$ cat src/rtl/wsd_pkg.sv
// Shared types and constants for the WebSocket frame deframer.
package wsd_pkg;

  localparam int unsigned ByteW   = 8;
  localparam int unsigned OpcodeW = 4;
  localparam int unsigned LenW    = 64;
  localparam int unsigned KeyW    = 32;
  localparam int unsigned HdrCntW = 4;

  localparam logic [7:0] OPCODE_MASK  = 8'h0F;
  localparam logic [7:0] MASK_BIT     = 8'h80;
  localparam logic [7:0] LEN_CODE_MSK = 8'h7F;
  localparam logic [6:0] LEN_CODE_16  = 7'd126;
  localparam logic [6:0] LEN_CODE_64  = 7'd127;

  localparam logic [HdrCntW-1:0] EXT16_BYTES = 4'd2;
  localparam logic [HdrCntW-1:0] EXT64_BYTES = 4'd8;
  localparam logic [HdrCntW-1:0] KEY_BYTES   = 4'd4;

  typedef enum logic [4:0] {
    PH_HDR0    = 5'b00001,
    PH_HDR1    = 5'b00010,
    PH_EXTLEN  = 5'b00100,
    PH_KEY     = 5'b01000,
    PH_PAYLOAD = 5'b10000
  } phase_t;

  // One result beat from the parser to the output stage.
  typedef struct packed {
    logic               valid;
    logic [OpcodeW-1:0] frame_opcode;
    logic               has_data;
    logic [ByteW-1:0]   payload_byte;
    logic               last_in_frame;
  } result_t;

endpackage

$ cat src/rtl/wsd_in_stage.sv
// Input register stage: holds one received byte until the parser takes it.
module wsd_in_stage
  import wsd_pkg::*;
(
  input  logic             clk,
  input  logic             rst_n,
  input  logic             in_valid,
  output logic             in_ready,
  input  logic [ByteW-1:0] in_rx_byte,
  input  logic             advance,
  output logic             byte_valid,
  output logic [ByteW-1:0] byte_data
);

  logic             valid_r, valid_nxt;
  logic [ByteW-1:0] byte_r,  byte_nxt;
  logic             load;

  assign in_ready = !valid_r || advance;
  assign load     = in_valid && in_ready;

  always_comb begin
    valid_nxt = valid_r;
    byte_nxt  = byte_r;
    if (load) begin
      valid_nxt = 1'b1;
      byte_nxt  = in_rx_byte;
    end else if (advance) begin
      valid_nxt = 1'b0;
    end
  end

  always_ff @(posedge clk) begin
    if (!rst_n) begin
      valid_r <= 1'b0;
    end else begin
      valid_r <= valid_nxt;
    end
    byte_r <= byte_nxt;
  end

  assign byte_valid = valid_r;
  assign byte_data  = byte_r;

endmodule

$ cat src/rtl/wsd_parser.sv
// Frame header parser and payload unmasker, one byte per advance.
module wsd_parser
  import wsd_pkg::*;
(
  input  logic             clk,
  input  logic             rst_n,
  input  logic             advance,
  input  logic [ByteW-1:0] rx_byte,
  output result_t          result
);

  phase_t             phase_r,  phase_nxt;
  logic [OpcodeW-1:0] opcode_r, opcode_nxt;
  logic               mask_r,   mask_nxt;
  logic [HdrCntW-1:0] hbl_r,    hbl_nxt;
  logic [LenW-1:0]    rem_r,    rem_nxt;
  logic [KeyW-1:0]    key_r,    key_nxt;
  logic [1:0]         pos_r,    pos_nxt;

  logic [6:0]       len_code;
  logic             len_done;
  logic             hdr_done;
  logic [ByteW-1:0] key_byte;
  logic             last;

  assign len_code = 7'(rx_byte & LEN_CODE_MSK);

  always_comb begin
    case (pos_r)
      2'd0:    key_byte = key_r[31:24];
      2'd1:    key_byte = key_r[23:16];
      2'd2:    key_byte = key_r[15:8];
      default: key_byte = key_r[7:0];
    endcase
  end

  always_comb begin
    phase_nxt  = phase_r;
    opcode_nxt = opcode_r;
    mask_nxt   = mask_r;
    hbl_nxt    = hbl_r;
    rem_nxt    = rem_r;
    key_nxt    = key_r;
    pos_nxt    = pos_r;
    len_done   = 1'b0;
    hdr_done   = 1'b0;
    last       = 1'b0;
    result     = '0;

    case (phase_r)
      PH_HDR1: begin
        mask_nxt = (rx_byte & MASK_BIT) != 8'h00;
        rem_nxt  = '0;
        if (len_code == LEN_CODE_16) begin
          hbl_nxt   = EXT16_BYTES;
          phase_nxt = PH_EXTLEN;
        end else if (len_code == LEN_CODE_64) begin
          hbl_nxt   = EXT64_BYTES;
          phase_nxt = PH_EXTLEN;
        end else begin
          rem_nxt  = {{(LenW-7){1'b0}}, len_code};
          len_done = 1'b1;
        end
      end
      PH_EXTLEN: begin
        rem_nxt  = {rem_r[LenW-ByteW-1:0], rx_byte};
        hbl_nxt  = hbl_r - 4'd1;
        len_done = (hbl_nxt == '0);
      end
      PH_KEY: begin
        key_nxt  = {key_r[KeyW-ByteW-1:0], rx_byte};
        hbl_nxt  = hbl_r - 4'd1;
        hdr_done = (hbl_nxt == '0);
      end
      PH_PAYLOAD: begin
        pos_nxt = pos_r + 2'd1;
        rem_nxt = rem_r - 64'd1;
        last    = (rem_nxt == '0);
        if (last) begin
          phase_nxt = PH_HDR0;
        end
        result.valid         = 1'b1;
        result.frame_opcode  = opcode_r;
        result.has_data      = 1'b1;
        result.payload_byte  = rx_byte ^ (mask_r ? key_byte : 8'h00);
        result.last_in_frame = last;
      end
      default: begin
        opcode_nxt = 4'(rx_byte & OPCODE_MASK);
        phase_nxt  = PH_HDR1;
      end
    endcase

    // Length known: fetch the key or finish the header.
    if (len_done) begin
      if (mask_nxt) begin
        key_nxt   = '0;
        hbl_nxt   = KEY_BYTES;
        phase_nxt = PH_KEY;
      end else begin
        hdr_done = 1'b1;
      end
    end

    // Header complete: start payload or send the empty-frame notice.
    if (hdr_done) begin
      pos_nxt = '0;
      if (rem_nxt == '0) begin
        phase_nxt            = PH_HDR0;
        result.valid         = 1'b1;
        result.frame_opcode  = opcode_r;
        result.has_data      = 1'b0;
        result.payload_byte  = '0;
        result.last_in_frame = 1'b1;
      end else begin
        phase_nxt = PH_PAYLOAD;
      end
    end
  end

  always_ff @(posedge clk) begin
    if (!rst_n) begin
      phase_r  <= PH_HDR0;
      opcode_r <= '0;
      mask_r   <= 1'b0;
      hbl_r    <= '0;
      rem_r    <= '0;
      key_r    <= '0;
      pos_r    <= '0;
    end else if (advance) begin
      phase_r  <= phase_nxt;
      opcode_r <= opcode_nxt;
      mask_r   <= mask_nxt;
      hbl_r    <= hbl_nxt;
      rem_r    <= rem_nxt;
      key_r    <= key_nxt;
      pos_r    <= pos_nxt;
    end
  end

`ifndef SYNTHESIS
  a_last_returns_to_hdr0 : assert property (@(posedge clk) disable iff (!rst_n)
    (advance && result.valid && result.last_in_frame) |=> (phase_r == PH_HDR0))
    else $error("frame end did not return to first header byte");

  a_notice_is_empty_last : assert property (@(posedge clk) disable iff (!rst_n)
    (result.valid && !result.has_data) |->
      (result.payload_byte == '0 && result.last_in_frame))
    else $error("empty-frame notice carries data or is not last");

  a_header_count_live : assert property (@(posedge clk) disable iff (!rst_n)
    (phase_r == PH_EXTLEN || phase_r == PH_KEY) |-> (hbl_r != '0))
    else $error("header byte count empty while header bytes are due");

  a_payload_count_live : assert property (@(posedge clk) disable iff (!rst_n)
    (phase_r == PH_PAYLOAD) |-> (rem_r != '0))
    else $error("payload phase with zero bytes remaining");
`endif

endmodule

$ cat src/rtl/wsd_out_stage.sv
// Output register stage: holds one result beat until the sink takes it.
module wsd_out_stage
  import wsd_pkg::*;
(
  input  logic               clk,
  input  logic               rst_n,
  input  logic               advance,
  input  result_t            result,
  output logic               space,
  output logic               out_valid,
  input  logic               out_ready,
  output logic [OpcodeW-1:0] out_frame_opcode,
  output logic               out_has_data,
  output logic [ByteW-1:0]   out_payload_byte,
  output logic               out_last_in_frame
);

  logic    valid_r, valid_nxt;
  result_t data_r,  data_nxt;
  logic    load;

  assign space = !valid_r || out_ready;
  assign load  = advance && result.valid;

  always_comb begin
    valid_nxt = valid_r;
    data_nxt  = data_r;
    if (load) begin
      valid_nxt = 1'b1;
      data_nxt  = result;
    end else if (out_ready) begin
      valid_nxt = 1'b0;
    end
  end

  always_ff @(posedge clk) begin
    if (!rst_n) begin
      valid_r <= 1'b0;
    end else begin
      valid_r <= valid_nxt;
    end
    data_r <= data_nxt;
  end

  assign out_valid         = valid_r;
  assign out_frame_opcode  = data_r.frame_opcode;
  assign out_has_data      = data_r.has_data;
  assign out_payload_byte  = data_r.payload_byte;
  assign out_last_in_frame = data_r.last_in_frame;

endmodule

$ cat src/rtl/websocket_frame_deframer.sv
// Top level of the WebSocket frame deframer.
//
// Receive-side WebSocket deframer: feed the raw stream one byte per beat on
// the in_ channel and collect unmasked payload beats on the out_ channel.
// The block accepts one byte per clock as long as the sink keeps out_ready
// high; a full output register stalls header and payload bytes alike.
// A byte passes an input register, the header parser and unmasking logic,
// and an output register, which holds each payload beat on the out_ ports
// until the sink takes it. The parser handles each byte in a single pass,
// whose longest path is the 64-bit length decrement and zero compare.
// Header bytes (opcode, length, extended length, mask key) produce no beat.
// Each payload byte is tagged with the frame opcode and, in a masked frame,
// XORed with the rolling mask key byte; a frame's final beat carries
// out_last_in_frame. A frame of length zero yields one notice beat with
// out_has_data low and a zero byte. FIN and RSV bits are ignored, and the
// 64-bit length is taken as received.
module websocket_frame_deframer
  import wsd_pkg::*;
(
  input  logic               clk,
  input  logic               rst_n,
  input  logic               in_valid,
  output logic               in_ready,
  input  logic [ByteW-1:0]   in_rx_byte,
  output logic               out_valid,
  input  logic               out_ready,
  output logic [OpcodeW-1:0] out_frame_opcode,
  output logic               out_has_data,
  output logic [ByteW-1:0]   out_payload_byte,
  output logic               out_last_in_frame
);

  logic             byte_valid;
  logic [ByteW-1:0] byte_data;
  logic             out_space;
  logic             advance;
  result_t          result;

  // Advance the parser when a byte is held and the output stage has room.
  assign advance = byte_valid && out_space;

  wsd_in_stage u_in_stage (
    .clk        (clk),
    .rst_n      (rst_n),
    .in_valid   (in_valid),
    .in_ready   (in_ready),
    .in_rx_byte (in_rx_byte),
    .advance    (advance),
    .byte_valid (byte_valid),
    .byte_data  (byte_data)
  );

  // Parse headers, track the length and unmask payload bytes.
  wsd_parser u_parser (
    .clk     (clk),
    .rst_n   (rst_n),
    .advance (advance),
    .rx_byte (byte_data),
    .result  (result)
  );

  // Hold each result beat until the sink takes it.
  wsd_out_stage u_out_stage (
    .clk               (clk),
    .rst_n             (rst_n),
    .advance           (advance),
    .result            (result),
    .space             (out_space),
    .out_valid         (out_valid),
    .out_ready         (out_ready),
    .out_frame_opcode  (out_frame_opcode),
    .out_has_data      (out_has_data),
    .out_payload_byte  (out_payload_byte),
    .out_last_in_frame (out_last_in_frame)
  );

endmodule
$ cat config.mk
export PLATFORM = sky130hd
export DESIGN_NAME = websocket_frame_deframer
export DESIGN_NICKNAME = d
export VERILOG_FILES = /design/src/rtl/wsd_pkg.sv /design/src/rtl/wsd_in_stage.sv /design/src/rtl/wsd_parser.sv /design/src/rtl/wsd_out_stage.sv /design/src/rtl/websocket_frame_deframer.sv
export SDC_FILE = /design/constraint.sdc
export NUM_CORES = 1
export LEC_CHECK = 0
export BUFFER_PORTS_ARGS = -buffer_cell sky130_fd_sc_hd__buf_2
export CORE_MARGIN = 2
export CORE_UTILIZATION = 35
export DETAILED_ROUTE_END_ITERATION = 7
export GPL_ROUTABILITY_DRIVEN = 0
export PLACE_DENSITY = 0.51
export SLEW_MARGIN = 0
export SYNTH_ARGS = -nofsm -noshare
export SYNTH_HDL_FRONTEND = slang
export SYNTH_SLANG_ARGS = --single-unit
export TNS_END_PERCENT = 10
$ cat constraint.sdc
create_clock -name clk -period 6.9 [get_ports clk]
set_input_delay 0.69 -clock clk [delete_from_list [all_inputs] [get_ports clk]]
set_output_delay 0.69 -clock clk [all_outputs]
set_load 0.03 [all_outputs]
==> run metrics <==
global-route wire length before repair=roughly 55000 um; Core Box Area=0.02591 sq mm; # H-tree levels=4; number of sinks handled by clock tree synthesis=136; final count of hold timing violations=0; setup TNS=0 ns; fraction of layout instances using a drive strength above 1=under 10%; top_reg_cell synth=sky130_fd_sc_hd__dfxtp_1; worst skew pair latency=0.44 ns; average routed wire per standard cell=23.22 um; number of top-level pins=28; Total GRT Usage=25.37%; Synth Net Count=approximately 1300; critical-path cell with the highest stage delay=sky130_fd_sc_hd__a2111oi_0; number of slew-limit violations in the final report=0; post-synthesis sequential element count=136; portion of the clock cycle consumed by the worst path in the final layout=86.33%; largest cells by area after synthesis=sky130_fd_sc_hd__dfxtp_1 (25%), sky130_fd_sc_hd__nand2_1 (8.0%), sky130_fd_sc_hd__edfxtp_1 (7.2%); antenna violations before repair=0; most used cells in the layout excluding fill and tap cells=sky130_fd_sc_hd__nand2_1 (195), sky130_fd_sc_hd__dfxtp_1 (114), sky130_fd_sc_hd__nor2_1 (104), sky130_fd_sc_hd__a21oi_1 (95), sky130_fd_sc_hd__o21ai_0 (89); CTS tree=built; combined area of all synthesized cells=0.009186 sq mm; Post-CTS Resized=0; critical path data required time=7.03 ns; largest buffer count on any clock path=2; area added between synthesis and finish=10.75%; number of I/O port buffers=27; arrival time of data at the critical path endpoint=roughly 6.1 ns; worst-case vdd ir drop=0.0001664 V; via-per-instance ratio=6.414; Detail Placement HPWL=about 25000 um; max-cap viol count=0; number of buffers added for setup after CTS=0; RSZ-0062 raised after global routing=false; top cell type by total area after synthesis=sky130_fd_sc_hd__dfxtp_1; initial standard-cell utilization of the core=between 30 and 40%; Crit Path Category=reg2reg; peak fanout along the critical path=15; cell row count=59; pin slew with the least headroom to its limit=1.129 ns; crit-path cells=inv_1 > ha_1 > or4b_1 > or4_1 > nor2_2 > nand2_1 > xnor2_1 > a2111oi_0 > a21oi_1 > or4_1 > nor4_4 > nor2_2 > nor2_1 > buf_4; endpoints failing setup=0; post-synthesis sequential area ratio=32.03%; filler cell count in the final layout=around 2700; worst hold path type=in2reg; DRC violation count after routing=0; cts-stage hold buffer count=0; Detailed Routing Iterations Pass 1=8; most common cell after layout, fill and taps aside=sky130_fd_sc_hd__nand2_1; kind of start point of the critical path=register; largest net degree at the start of global routing=85; area share of the largest cell type after synthesis=around a quarter; yosys warns=0; maximum cell stage delay along the critical path=0.84 ns; fraction of registers with async set/reset=0%; die height=166.0 um; number of vias in the routed layout=9935; Worst Skew=0.01225 ns; Slew Limit Headroom=24.47%; post-synthesis area per instance=7.426 sq um; count of flip-flops with a built-in enable after synthesis=22; unique cell type count in the Yosys netlist=80; result of the run=finished clean; Leak=roughly 3.8 nW; CTS Buf Count=17; Die Area=0.02756 sq mm; die width=166.0 um; cell at the root of the clock tree=sky130_fd_sc_hd__clkbuf_16; initial detailed-routing violation count=1547; overall routed net length=35980 um; gate count after technology mapping=1237; count of antenna-violating nets left after detailed routing=0; Sequential cell area=0.002943 sq mm; area of the multi-input gates=0.005799 sq mm; NumNets Final=1219; Hold Worst Slack=0.4274 ns; final critical path time including I/O delays and setup=5.957 ns; maximum operating frequency=167.9 MHz; clock-pin slew on the worst setup and hold paths=~0.07 ns; PwrDens=approximately 220 mW/mm^2; kind of end point of the critical path=register; overflow left after global routing=0; vias in the first global route=8975
-- cell usage after synthesis, drive strengths merged (18+ instances only) --
cell	count
a21oi	95
and2	18
buf	18
clkbuf	90
dfxtp	114
edfxtp	22
nand2	196
nand3	35
nand4	26
nor2	107
nor2b	25
nor3	41
nor4	45
o211a	25
o21ai	93
or4	19
xor2	25
-- layout make-up --
type | count | share of cell area, %
Antenna cell | 2 | 0.04919
Timing Repair Buffer | 51 | 3.222
Clock buffer | 19 | 4.673
Inverter | 16 | 0.5903
Multi-Input combinational cell | 977 | 57.00
Clock inverter | 13 | 1.414
Sequential cell | 136 | 28.93
Tap cell | 335 | 4.120
-- metal layers --
| metal | GRT usage [%] | vias up | wire length, um |
|---|---|---|---|
| li1 | - | 4500 | - |
| met1 | 35.88 | 4677 | 15760 |
| met2 | 37.89 | 637 | 15230 |
| met3 | 5.076 | 121 | 3568 |
| met4 | 10.06 | 0 | 1422 |
| met5 | 0 | - | 0 |
-- kinds of logic (layout without fill, tap and decap cells) --
| family | Yosys count | after routing | share of synthesized area (%) |
|---|---|---|---|
| other cells | 0 | 2 | 0 |
| simple gates | 575 | 575 | 31.98 |
| mux | 7 | 7 | 0.7628 |
| buf+inv | 124 | 99 | 5.271 |
| flops | 136 | 136 | 32.03 |
| fa+ha+maj | 8 | 8 | 1.090 |
| compound gates | 345 | 345 | 24.86 |
| xor+xnor | 42 | 42 | 4.004 |
-- worst paths after layout --
path / from / to / slack (ns) / cells past startpoint
max: u_parser.rem_r[0] / u_out_stage.out_frame_opcode[3] / 0.94 / 14
max reg2reg: u_parser.rem_r[0] / u_out_stage.out_frame_opcode[3] / 0.94 / 14
min: in_rx_byte[6] / u_in_stage.byte_data[6] / 0.43 / 1
min reg2reg: u_parser.key_r[25] / u_parser.key_r[25] / 0.46 / 2
-- where the power goes --
part	internal, mW	switching, mW	total [mW]	leakage, nW
registers	0.827	0.0561	0.883	1.17
logic	0.123	0.263	0.386	2.35
clock network	0.527	0.440	0.967	0.305
-- worst max-delay path, delay by kind of cell (launching register included) --
family	cells	cell delay, ns
simple gates	8	3.39
compound gates	2	1.05
buf+inv	2	0.38
flops	1	0.37
xor+xnor	1	0.18
fa+ha+maj	1	0.27
-- registers in the layout, summed over array words and instances (netlist names) --
signal / flops
u_out_stage.out_frame_opcode: 4
u_parser.phase_r: 5
u_out_stage.out_has_data: 1
u_out_stage.out_last_in_frame: 1
u_parser.mask_r: 1
u_out_stage.out_valid: 1
u_in_stage.byte_data: 8
u_parser.hbl_r: 4
u_parser.pos_r: 2
u_parser.key_r: 32
u_in_stage.byte_valid: 1
u_parser.opcode_r: 4
u_parser.rem_r: 64
u_out_stage.out_payload_byte: 8
-- stage by stage --
stage               util [%]  setup WS, ns  power (mW)  instance area [sq um]  std cells
global placement       36.85         1.349       1.267                   9549       1515
global route           39.24        0.6601       2.304                  10170       1547
CTS                    39.24         1.120       2.230                  10170       1547
floorplan                  -         2.273       1.135                   9186       1237
detailed placement     36.85         1.161       1.264                   9549       1515
finish                 39.26        0.9433       2.235                  10170       1549
No activity file was read; power rests on OpenSTA's default activity.
